[src/rtl/thermistor_temperature_converter_macros.svh]
// Assertion macros used by the converter RTL
`ifndef THERMISTOR_TEMPERATURE_CONVERTER_MACROS_SVH
`define THERMISTOR_TEMPERATURE_CONVERTER_MACROS_SVH

// Antecedent implies consequent in the same cycle
`define TTC_ASSERT_IMPL(name, ante, cons, msg) \
    name: assert property (@(posedge clk) disable iff (!rst_n) (ante) |-> (cons)) \
        else $error(msg);

// Antecedent implies consequent after the delay given by dly
`define TTC_ASSERT_DELAY(name, ante, dly, cons, msg) \
    name: assert property (@(posedge clk) disable iff (!rst_n) (ante) |-> ##dly (cons)) \
        else $error(msg);

`endif

[src/rtl/ttc_div.sv]
// Pipelined restoring divider, one quotient bit per stage
module ttc_div #(
    parameter int NW = 16,
    parameter int DW = 8,
    parameter int SW = 1
) (
    input  logic          clk,
    input  logic          rst_n,
    input  logic          in_valid,
    input  logic [NW-1:0] in_num,
    input  logic [DW-1:0] in_den,
    input  logic [SW-1:0] in_sb,
    output logic          out_valid,
    output logic [NW-1:0] out_quo,
    output logic [SW-1:0] out_sb
);

    // stage 0 is the input register, stage j has done j steps
    logic [NW:0]   valid_reg;
    logic [NW:0]   valid_next;
    logic [DW-1:0] rem_reg  [0:NW];
    logic [DW-1:0] rem_next [0:NW];
    logic [NW-1:0] nq_reg   [0:NW];
    logic [NW-1:0] nq_next  [0:NW];
    logic [DW-1:0] den_reg  [0:NW];
    logic [DW-1:0] den_next [0:NW];
    logic [SW-1:0] sb_reg   [0:NW];
    logic [SW-1:0] sb_next  [0:NW];

    // one trial subtraction per stage; numerator shifts out, quotient shifts in
    always_comb
    begin
        logic [DW:0] trial;
        logic [DW:0] diff;
        valid_next  = {valid_reg[NW-1:0], in_valid};
        rem_next[0] = '0;
        nq_next[0]  = in_num;
        den_next[0] = in_den;
        sb_next[0]  = in_sb;
        for (int j = 1; j <= NW; j++)
        begin
            trial       = {rem_reg[j-1], nq_reg[j-1][NW-1]};
            diff        = trial - {1'b0, den_reg[j-1]};
            den_next[j] = den_reg[j-1];
            sb_next[j]  = sb_reg[j-1];
            if (trial >= {1'b0, den_reg[j-1]})
            begin
                rem_next[j] = diff[DW-1:0];
                nq_next[j]  = {nq_reg[j-1][NW-2:0], 1'b1};
            end
            else
            begin
                rem_next[j] = trial[DW-1:0];
                nq_next[j]  = {nq_reg[j-1][NW-2:0], 1'b0};
            end
        end
    end

    always_ff @(posedge clk or negedge rst_n)
    begin
        if (!rst_n)
            valid_reg <= '0;
        else
            valid_reg <= valid_next;
    end

    always_ff @(posedge clk)
    begin
        rem_reg <= rem_next;
        nq_reg  <= nq_next;
        den_reg <= den_next;
        sb_reg  <= sb_next;
    end

    assign out_valid = valid_reg[NW];
    assign out_quo   = nq_reg[NW];
    assign out_sb    = sb_reg[NW];

endmodule

[config.mk]
export PLATFORM = sky130hd
export DESIGN_NAME = ttc_div
export DESIGN_NICKNAME = d
export VERILOG_FILES = /design/src/rtl/thermistor_temperature_converter_macros.svh /design/src/rtl/ttc_div.sv
export SDC_FILE = /design/constraint.sdc
export NUM_CORES = 1
export LEC_CHECK = 0
export ABC_AREA = 1
export BUFFER_PORTS_ARGS = -buffer_cell sky130_fd_sc_hd__buf_2
export CAP_MARGIN = 20
export CORE_MARGIN = 3
export CORE_UTILIZATION = 58
export DETAILED_ROUTE_END_ITERATION = 8
export PLACE_DENSITY_LB_ADDON = 0.08
export SYNTH_ARGS = -nofsm -noshare
export SYNTH_HDL_FRONTEND = slang
export SYNTH_SLANG_ARGS = --single-unit
[constraint.sdc]
create_clock -name clk -period 2.29 [get_ports clk]
set_clock_uncertainty 0.1 [all_clocks]
set_input_delay 0.229 -clock clk [delete_from_list [all_inputs] [get_ports clk]]
set_output_delay 0.229 -clock clk [all_outputs]
set_load 0.02 [all_outputs]
== Yosys cells after proc, flatten, opt, wreduce, memory -nomap -nowiden ==
Index checks and enable logic that the tools add are counted.
Storage, ports and cells
  word-level logic and storage cells: 129
  input bits: 28
  register bits: 554
Operators by class
  mux-type cells: 31
  $lt $le $gt $ge: 16
  add/subtract/negate cells: 15
Operators by type and width (number)
  >= comparator 9 x 8 -> 1 bit: 15
  2-to-1 mux 8 bit: 14
  subtractor 8 bit: 14
  2-to-1 mux 1 bit: 17
  >= comparator 1 x 8 -> 1 bit: 1
  subtractor 1 x 8 -> 8 bit: 1

== Depth between registers and ports, before layout ==
Gate-level depths: netlist (run 1).
  depth after elaboration: 2
  depth in mapped cells: 11
  depth with buffers taken out: 11

== Least setup slack after synthesis (run 1) ==
Ideal clock, no wire load.
  path type: register to register
  from: register den_reg (netlist bit den_next[66])
  to: register rem_reg[71] (netlist name)
  path slack: 0.659 ns
  library setup time: 0.112 ns
  stages on the path, launching flop included: 10
  period minus slack after synthesis: 1.631 ns
  data arrival time: 1.419 ns
  buffers on the path: 0
  required time: 2.078 ns
  cell sequence: dfxtp_1 > inv_1 > ha_1 > or2_1 > nand3b_1 > nand2_1 > nand2_2 > nand2_4 > nand2_1 > nand2_1
RTL lines
  from (decl): line ttc_div.sv:25  | logic [DW-1:0] den_reg [0:NW];
  from (signal assigned): line ttc_div.sv:71  | den_reg <= den_next;
  to (signal assigned): line ttc_div.sv:69  | rem_reg <= rem_next;
  to (decl): line ttc_div.sv:21  | logic [DW-1:0] rem_reg [0:NW];

==> results of run 1 <==
path summary, 6_finish.rpt:
| path | startpoint | to | cells past startpoint |
|---|---|---|---|
| max in group asynchronous | rst_n | valid_reg[11] | 2 |
| worst max register to register | den_next[44] | rem_reg[43] | 10 |
| worst min register to register | nq_reg[72] | nq_reg[57] | 0 |
| worst max-delay path | den_next[44] | rem_reg[43] | 10 |
| worst min-delay path | rst_n | valid_reg[2] | 2 |
| min in group clk | in_den[7] | den_next[127] | 2 |
where the power goes:
group	switching (mW)	leakage [nW]	internal (mW)	total, mW
clock network	3.45	0.868	5.31	8.76
logic	5.86	6.05	3.56	9.42
registers	0.927	4.70	11.6	12.5
Yosys cell counts:
master and instances:
nand2_1 543, dfxtp_1 537, inv_1 339, nand3_1 209, ha_1 122, nor2_1 73, nand2_2 72, a21oi_1 54
nand4_1 30, xor2_1 27, buf_4 20, dfrtp_1 17, nand2_4 16, nor3_1 15, xnor2_1 15, fa_1 14
buf_6 11, a21oi_2 9, clkinv_1 7, nor2_2 7, nor2_4 6, and2_4 5, nand2_8 5, nand3b_1 5
or2_0 5, buf_2 3, o21ai_0 2, nor3b_1 1, nor4_1 1, o21ai_1 1, or2_1 1
area by class of cell:
| class | instances | share of cell area [%] |
|---|---|---|
| Clock buffer | 71 | 6.56 |
| Clock inverter | 23 | 1.43 |
| Inverter | 346 | 5.78 |
| Multi-Input combinational cell | 1238 | 31.8 |
| Sequential cell | 554 | 49.8 |
| Tap cell | 448 | 2.50 |
| Timing Repair Buffer | 72 | 2.21 |
per-stage QoR:
stage	instance area (um2)	setup slack, ns	util (%)	std cells
6_report	22500	0.259	66.6	2752
5_1_grt	22500	0.126	66.6	2752
4_1_cts	22500	0.303	66.6	2752
3_5_place_dp	20400	0.316	60.5	2631
3_3_place_gp	20400	0.331	60.5	2631
2_1_floorplan	19900	0.659	-	2172
logic make-up (layout without fill, tap and decap cells):
kind of cell	Yosys count	in the layout	share of synthesized area, %
flops	554	554	56.2
compound gates	66	66	1.83
xor+xnor	42	42	1.85
fa+ha+maj	136	136	9.08
simple gates	994	994	23.1
buf+inv	380	512	7.98
layout by cell type, fill, tap and decap left out, drive strengths merged, types with 6 or more instances in the layout:
cell type and instances:
nor2 86, dfxtp 537, dfrtp 17, clkbuf 71, inv 343, clkinv 14, nand4 30, or2 6
xnor2 15, fa 14, ha 122, a21oi 63, nand2 636, nor3 15, dlygate4sd3 27, nand3 209
buf 45, xor2 27, bufinv 7
repair_timing:
| item | CTS | global route |
|---|---|---|
| buffers inserted | 0 | 0 |
| hold buffers | 27 | 0 |
| gates resized for setup | 0 | 0 |
| setup endpoints to repair | 0 | 0 |
| endpoints found under the hold margin | 43 | 0 |
metal layers:
layer	vias up	track usage, %	routed length (um)
met5	-	0	0
met4	0	6.66	1060
met3	80	3.14	1120
met2	209	35.4	17000
met1	5932	24.4	15900
li1	6902	-	-
==> results.md, run 1 <==
* Routed Antenna Nets at 0
* Syn avg cell area at 9.16 um2
* Final cycle utilization of the critical path at 88.7%
* Buffers on Ports at between 40 and 50
* Maximum number of pins on one net before global-route repair at 18
* # DRC at 0
* Synth top area share at 54.0%
* First-pass GRT wire length at ~60000 um
* Die height at 191 um
* Critical path required time at between 2 and 3 ns
* Element type at the critical path start: register
* R2R setup slack at 0.26 ns
* Unrepaired setup endpoints after global routing: no
* Die Wd at approximately 190 um
* Max Clk Rate at 492 MHz
* Sequential area share after synthesis at about 56%
* Row cnt at 67
* Mapped Area at 19900 um2
* Detailed placement HPWL at between 20000 and 30000 um
* Crit-path max FO at 9
* CP bufs+invs at 2
* Hold WS at 0.0350 ns
* Yosys top cell by area: dfxtp_1
* Type of destination of the critical path: register
* Setup TNS Final at 0 ns
* Seq cells post-synth at 554
* Reg clk slew, reported paths at 0.06 ns
* CTS tree: built
* Pwr per Cell Area at roughly 1400 nW/um2
* Layout Nets at 2428
* Drt pass-1 iters at 5
* Cell at the slowest stage of the critical path: dfxtp_1
* Placer Congestion at 0.888
* Mapped Cells at 2172
* Clk sinks at roughly 550
* Crit-path max cell delay at approximately 0.41 ns
* Final Setup Violations at 0
* Total global routing track utilization at roughly a fifth
* Filler cells at 2783
* GR Overflow Total at 0
* MaxCap Viol Count at 0
* Synth-to-layout area growth at 12.9%
* Antenna violations before repair at 0
* Synth cell types at 31
* Clk buf depth at 3
* Wirelength, routed at roughly 35000 um
* Share of cells above drive strength 1 at between 10 and 15%
* Synth warn at 0
* Largest register FFs at 256
* Crit path max-delay family: simple AND/OR/NAND/NOR gates
* CP dominant cell by count: nand2_1
* I/O pins at 46
* Final hold violation count at 0
* Initial DRC Count at roughly 730
* WP data arrival at approximately 2.4 ns
* Initial core utilization at 59.0%
* Mapped Nets at approximately 2300
* Cells along the critical path: inv_1 > ha_1 > nand2_1 > clkinv_1 > a21oi_2 > nand2_1 > nand2_2 > nand2_4 > nand2_1 > nand2_1
* H-tree Lvls at 2
* Worst-Margin Slew at approximately 0.53 ns
* Num CTS Buffers at 52
* Vias in the first global route at 12923
* Die area at 36600 um2
* Vias at 13123
* Root buffer cell: clkbuf_16
* Core box area at roughly 34000 um2
* Min Tclk post-route at around 2.0 ns
* Ant. Diodes at 0
* Via density per instance at approximately 4.8
* DR WL/cell at around 13 um
* Slew margin rel. at between 60% and 70%
* Hold Crit Class: in -> async
* Synth area leaders: dfxtp_1, nand2_1, ha_1, inv_1, nand3_1
* Leakage at between 10 and 15 nW
* Fin. max-slew vios at 0
* Power, Total at about 31 mW
* Clk_lat worst skew at 0.56 ns
* Multi-input logic area at 7130 um2
* VDD IR max at 857 uV
* Status: finished clean
* FF+latch area at 11200 um2
* Kind of critical path: reg -> reg
Note: power is estimated with default switching activity, not from simulation.
==> run 2, diff against run 1 <==
--- a/config.mk
+++ b/config.mk
@@ -5,7 +5,7 @@
 export SDC_FILE = /design/constraint.sdc
 export NUM_CORES = 1
 export LEC_CHECK = 0
-export ABC_AREA = 1
+export ABC_AREA = 0
 export BUFFER_PORTS_ARGS = -buffer_cell sky130_fd_sc_hd__buf_2
 export CAP_MARGIN = 20
 export CORE_MARGIN = 3
==> results.md, run 2 <==
* Status: finished clean (unchanged)
* Synth cell types at 56 (was 31)
* Max Clk Rate at 452 MHz (was 492 MHz)
* Placer Congestion at 0.859 (was 0.888)
* WP data arrival at 2.56 ns (was 2.36 ns)
* Clk_lat worst skew at 0.57 ns (was 0.56 ns)
* Synth top area share at 59.3% (was 54.0%)
* Largest register FFs at 256 (unchanged)
* Initial core utilization at 59.1% (was 59.0%)
* PnR worst setup slack at 0.0798 ns (was 0.259 ns)
* Routed Antenna Nets at 0 (unchanged)
* # DRC at 0 (unchanged)
* H-tree Lvls at 2 (unchanged)
* Filler cells at 2287 (was 2783)
* Maximum number of pins on one net before global-route repair at 17 (was 18)
* Die Wd at 183 um (was 191 um)
* Critical R2R Capture: rem_reg[52] (was rem_reg[43])
* Hold WS at 0.191 ns (was 0.0350 ns)
* First-pass GRT wire length at 48500 um (was 59900 um)
* WHS Endpoint: nq_reg[260]
* Die area at 33400 um2 (was 36600 um2)
* Min Tclk post-route at 2.21 ns (was 2.03 ns)
* Leakage at 9.55 nW (was 11.6 nW)
* Commonest non-fill, non-tap cell in the layout: dfxtp_1 (was nand2_1)
* Crit-path max cell delay at 0.40 ns (was 0.41 ns)
* MaxCap Viol Count at 0 (unchanged)
* GR Overflow Total at 0 (unchanged)
* CTS tree: built (unchanged)
* Setup WS pre-CTS at -0.0140 ns (was 0.316 ns)
* Post-synth EDFFs at 0 (unchanged)
* Clk sinks at 554 (unchanged)
* Antenna violations before repair at 0 (unchanged)
* Type of destination of the critical path: register (unchanged)
* Adder-cell share of the synthesized area at 9.96% (was 9.08%)
* Synth Area in XOR/XNOR at 2.12% (was 1.85%)
* Synth warn at 0 (unchanged)
* Pwr per Cell Area at 1410 nW/um2 (was 1370 nW/um2)
* Most used DFF post-synth: dfxtp_1 (unchanged)
* Sequential area share after synthesis at 61.6% (was 56.2%)
* Total global routing track utilization at 17.3% (was 19.8%)
* VDD IR max at 832 uV (was 857 uV)
* Mapped Cells at 1536 (was 2172)
* Ys async rst share at 3.07% (unchanged)
* Reg-to-reg startpoint: den_next[51] (was den_next[44])
* Synth area leaders: dfxtp_1, ha_1, inv_1, o21ai_0, dfrtp_1 (was dfxtp_1, nand2_1, ha_1, inv_1, nand3_1)
* Element type at the critical path start: register (unchanged)
* Crit-path max FO at 8 (was 9)
* Initial DRC Count at 422 (was 727)
* Detailed placement HPWL at 20300 um (was 26000 um)
* Critical path required time at 2.64 ns (was 2.62 ns)
* Buffers on Ports at 45 (unchanged)
* Vias in the first global route at 10519 (was 12923)
* Most frequent cell after synthesis: dfxtp_1 (was nand2_1)
* Worst hold stages at 2
* R2R setup slack at 0.08 ns (was 0.26 ns)
* Cell at the slowest stage of the critical path: a41oi_4 (was dfxtp_1)
* Mapped Nets at 1700 (was 2336)
* Top cells by count, synth: dfxtp_1, inv_1, ha_1 (was nand2_1, dfxtp_1, inv_1)
* Layout Nets at 1830 (was 2428)
* Share of cells above drive strength 1 at 13.8% (was 10.8%)
* Hold Startpoint: in_num[4]
* Ant. Diodes at 0 (unchanged)
* Root buffer cell: clkbuf_16 (unchanged)
* Hold Crit Class: in -> reg (was in -> async)
* Die height at 183 um (was 191 um)
* CP bufs+invs at 1 (was 2)
* Core box area at 30700 um2 (was 33700 um2)
* DR WL/cell at 13.6 um (was 12.7 um)
* Via density per instance at 4.95 (was 4.77)
* Num CTS Buffers at 52 (unchanged)
* Cells along the critical path: inv_1 > ha_1 > a21o_1 > a21oi_1 > o21ai_1 > a41oi_4 > mux2_2 (was inv_1 > ha_1 > nand2_1 > clkinv_1 > a21oi_2 > nand2_1 > nand2_2 > nand2_4 > nand2_1 > nand2_1)
* Fin. max-slew vios at 0 (unchanged)
* Worst-Margin Slew at 0.551 ns (was 0.533 ns)
* Synth-to-layout area growth at 16.6% (was 12.9%)
* Final cycle utilization of the critical path at 96.5% (was 88.7%)
* Complex-gate fraction of the synthesized area at 11.4% (was 1.83%)
* Commonest cells after routing, fill and taps aside: dfxtp_1, inv_1, ha_1 (was nand2_1, dfxtp_1, inv_1)
* Worst setup path startpoint: den_next[51] (was den_next[44])
* Row cnt at 64 (was 67)
* Drt pass-1 iters at 4 (was 5)
* Mapped Area at 18100 um2 (was 19900 um2)
* Slew margin rel. at 63.1% (was 64.1%)
* Wirelength, routed at 28600 um (was 35100 um)
* I/O pins at 46 (unchanged)
* Simple-Gate Fraction of Synth Area at 7.30% (was 23.1%)
* Seq cells post-synth at 554 (unchanged)
* Syn avg cell area at 11.8 um2 (was 9.16 um2)
* Mux share of post-synthesis cell area at 3.11% (was 0%)
* Vias at 10429 (was 13123)
* Yosys top cell by area: dfxtp_1 (unchanged)
* Unrepaired setup endpoints after global routing: no (unchanged)
* Clk buf depth at 3 (unchanged)
* Final Setup Violations at 0 (unchanged)
* Kind of critical path: reg -> reg (unchanged)
* Reg clk slew, reported paths at 0.06 ns (about the same)
* Worst reg-to-reg path cell count at 7 (was 10)
* Crit path max-delay family: compound AO/OA/AOI/OAI gates (was simple AND/OR/NAND/NOR gates)
* Final hold violation count at 0 (unchanged)
* Largest family of logic cells by synthesized area: compound AO/OA/AOI/OAI gates (was simple AND/OR/NAND/NOR gates)
-- run 2: changes by cell type in the layout (fill, tap and decap cells not counted), moves of 18 or more --
cell      change
nand4_1      -27
o21ai_0      +95
a21o_1       +18
mux2_2       +34
nand3_1     -191
inv_1       -177
nor2b_1      +24
o21a_1       +25
nand2_1     -465
nand2_2      -72
nor2_1       -38
buf_4        +29
nand2b_1     +21
-- run 2: repair_timing --
item                                    4_1_cts  5_1_grt
hold buffers                                 29        0
endpoints found under the hold margin        43        0
resized for setup                             0        4
gates cloned                                  0        0
setup buffers                                 1        5
endpoints found under the setup margin        5       27
pin swaps                                     0        8
-- run 2: cells by family (layout without fill, tap and decap cells) --
logic type / after synthesis / in the layout
xor gates and xnor gates: 44 / 44
and+or+nand+nor: 251 / 251
muxes: 52 / 52
buffers and inverters: 190 / 364
adders and majority gates: 136 / 136
DFF: 554 / 554
AOI/OAI and AO/OA: 309 / 309
-- run 2: worst register-to-register path, cell delays in order, from the launching register on --
cell     delay [ns]
dfxtp_1        0.33
inv_1          0.05
ha_1           0.34
a21o_1         0.18
a21oi_1        0.17
o21ai_1        0.14
a41oi_4        0.41
mux2_2         0.39
-- run 2: final cells by class --
class	count	area, um2	area share (%)
flip-flops and latches	554	11200	52.8
multi-input cells	792	6170	29.2
clock buffers	66	1440	6.79
repair buffers	103	733	3.47
inverters	163	613	2.90
clock inverters	32	528	2.50
well taps	396	495	2.34
-- run 2: report_power, final --
part / switching (mW) / total, mW / leakage [nW] / internal (mW)
clock: 3.59 / 9.45 / 0.946 / 5.86
sequential: 0.764 / 12.3 / 4.70 / 11.6
combinational: 4.19 / 8.12 / 3.91 / 3.93
total: 8.55 / 29.9 / 9.55 / 21.4
-- run 2: through the flow --
| stage | cell area [um2] | util [%] | instances | power, mW | TNS, ns |
|---|---|---|---|---|---|
| 6_report | 21200 | 69.0 | 2106 | 29.9 | 0 |
| 5_1_grt | 21200 | 69.0 | 2106 | 31.8 | 0 |
| 4_1_cts | 21100 | 68.8 | 2101 | 30.0 | 0 |
| 3_5_place_dp | 18800 | 61.4 | 1973 | 20.4 | -0.0408 |
| 3_3_place_gp | 18800 | 61.4 | 1973 | 20.3 | 0 |
| 2_1_floorplan | 18100 | - | 1536 | 18.6 | 0 |
-- run 2: routing by layer --
metal  global-route usage (%)  share of wire [%]  wire, um
met1                     24.2                 49     14100
met2                     28.0                 45     12900
met3                     3.21                3.6      1030
met4                     4.78                2.1       593
met5                        0                  0         0
-- run 2: worst max-delay path by stage --
stage	end	slack, ns	cells after the start
after floorplan	rem_reg[18]	0.26	7
after global placement	rem_reg[37]	0.05	7
after detailed placement	rem_reg[18]	-0.01	7
after CTS	rem_reg[26]	0.008	7
after global routing	rem_reg[52]	0.003	7
final	rem_reg[52]	0.08	7
==> run 3, diff against run 2 <==
--- a/config.mk
+++ b/config.mk
@@ -10,6 +10,7 @@
 export CAP_MARGIN = 20
 export CORE_MARGIN = 3
 export CORE_UTILIZATION = 58
+export CTS_BUF_LIST = sky130_fd_sc_hd__clkbuf_8
 export DETAILED_ROUTE_END_ITERATION = 8
 export PLACE_DENSITY_LB_ADDON = 0.08
 export SYNTH_ARGS = -nofsm -noshare
==> results.md, run 3 (synthesis results as in run 2) <==
* Final Instance Area at 20900 um2 (was 21200 um2)
* WP data arrival at 2.57 ns (was 2.56 ns)
* Share of cells above drive strength 1 at 15.4% (was 13.8%)
* Ant. Diodes at 0 (unchanged)
* Via density per instance at 4.92 (was 4.95)
* Final Setup Violations at 0 (unchanged)
* Total global routing track utilization at 17.4% (was 17.3%)
* Min Tclk post-route at 2.19 ns (was 2.21 ns)
* Initial DRC Count at 442 (was 422)
* Max Clk Rate at 456 MHz (was 452 MHz)
* Initial core utilization at 59.1% (unchanged)
* Pwr per Cell Area at 1350 nW/um2 (was 1410 nW/um2)
* Power, Total at 28.2 mW (was 29.9 mW)
* Worst setup path startpoint: den_next[51] (unchanged)
* Dpl cell area at 18800 um2 (unchanged)
* Die height at 183 um (unchanged)
* I/O pins at 46 (unchanged)
* Filler cells at 2364 (was 2287)
* Status: finished clean (unchanged)
* Leakage at 9.60 nW (was 9.55 nW)
* Die area at 33400 um2 (unchanged)
* Element type at the critical path start: register (unchanged)
* DR WL/cell at 13.2 um (was 13.6 um)
* Largest register FFs at 256 (unchanged)
* Reg clk slew, reported paths at 0.06 ns (about the same)
* Critical path required time at 2.66 ns (was 2.64 ns)
* Worst-Margin Slew at 0.762 ns (was 0.551 ns)
* Clk sinks at 554 (unchanged)
* Core box area at 30700 um2 (unchanged)
* VDD IR max at 860 uV (was 832 uV)
* Fin. max-slew vios at 0 (unchanged)
* Commonest non-fill, non-tap cell in the layout: dfxtp_1 (unchanged)
* Wirelength, routed at 28500 um (was 28600 um)
* First-pass GRT wire length at 48400 um (was 48500 um)
* Layout Nets at 1862 (was 1830)
* Hold Crit Class: in -> reg (unchanged)
* Vias in the first global route at 10696 (was 10519)
* CTS tree: built (unchanged)
* Placed Cells incl. Taps at 1973 (unchanged)
* Synth-to-layout area growth at 15.2% (was 16.6%)
* Clk buf depth at 3 (unchanged)
* # DRC at 0 (unchanged)
* Kind of critical path: reg -> reg (unchanged)
* Final cycle utilization of the critical path at 95.8% (was 96.5%)
* Reg-to-reg startpoint: den_next[51] (unchanged)
* Final hold violation count at 0 (unchanged)
* Antenna violations before repair at 0 (unchanged)
* Hold Startpoint: in_num[15] (was in_num[4])
* Die Wd at 183 um (unchanged)
* Num CTS Buffers at 83 (was 52)
* Type of destination of the critical path: register (unchanged)
* Row cnt at 64 (unchanged)
* Slew margin rel. at 49.1% (was 63.1%)
* Drt pass-1 iters at 5 (was 4)
* Hold WS at 0.157 ns (was 0.191 ns)
* Maximum number of pins on one net before global-route repair at 18 (was 17)
* Clk_lat worst skew at 0.61 ns (was 0.57 ns)
* Vias at 10641 (was 10429)
* MaxCap Viol Count at 0 (unchanged)
* Detailed placement HPWL at 20300 um (unchanged)
* Routed Antenna Nets at 0 (unchanged)
* Buffers on Ports at 45 (unchanged)
* Setup TNS Final at 0 ns (unchanged)
* Placer Congestion at 0.859 (unchanged)
* GR Overflow Total at 0 (unchanged)
* Crit-path max FO at 8 (unchanged)
* Root buffer cell: clkbuf_8 (was clkbuf_16)
* Layout Cells excl Fill at 2162 (was 2106)
* H-tree Lvls at 3 (was 2)
* Commonest cells after routing, fill and taps aside: dfxtp_1, inv_1, ha_1 (unchanged)
-- run 3: area by class of cell --
type                    count  area, um2  area share (%)
inverters                 163        613            2.93
flip-flops and latches    554      11200            53.5
repair buffers            104        738            3.53
well taps                 396        495            2.37
clock buffers             108       1490            7.11
clock inverters            45        223            1.07
multi-input cells         792       6170            29.5
-- run 3: where the power goes --
part | switching, mW | internal [mW]
clock network | 3.51 | 4.27
logic | 4.20 | 3.95
registers | 0.753 | 11.6
-- run 3: worst paths after layout --
path                                end  slack, ns  cells after the start
min in group asynchronous  valid_reg[0]       0.71                      3
min reg2reg                  nq_reg[73]       0.21                      0
max in group asynchronous  valid_reg[8]       0.89                      3
min                         nq_reg[271]       0.16                      2
max                         rem_reg[52]        0.1                      7
max reg2reg                 rem_reg[52]        0.1                      7
-- run 3: worst max-delay path, cell delays in order (launching register included) --
cell     delay, ns
dfxtp_1       0.33
inv_1         0.05
ha_1          0.34
a21o_1        0.18
a21oi_1       0.17
o21ai_1       0.14
a41oi_4       0.37
mux2_2        0.39
-- run 3: routing by layer --
layer	up-vias	track usage, %	share of wire [%]	wire [um]
met5	-	0	0	0
met1	4849	23.6	49	14000
met2	188	27.6	45	12800
li1	5538	-	-	-
met3	66	3.57	3.6	1030
met4	0	7.20	2.5	713
-- run 3: stage by stage --
step	util, %	worst slack [ns]
2_1_floorplan	-	0.261
3_3_place_gp	61.4	0.0528
3_5_place_dp	61.4	-0.0140
4_1_cts	67.9	0.0129
5_1_grt	68.2	-0.0138
6_report	68.2	0.0951
-- run 3: repair_timing --
item / in CTS / in global routing
hold endpoints to repair: 43 / 0
gates resized for setup: 0 / 4
cloned: 0 / 0
pin swaps: 0 / 9
hold buffers: 28 / 0
endpoints found under the setup margin: 5 / 28
setup buffers: 1 / 7
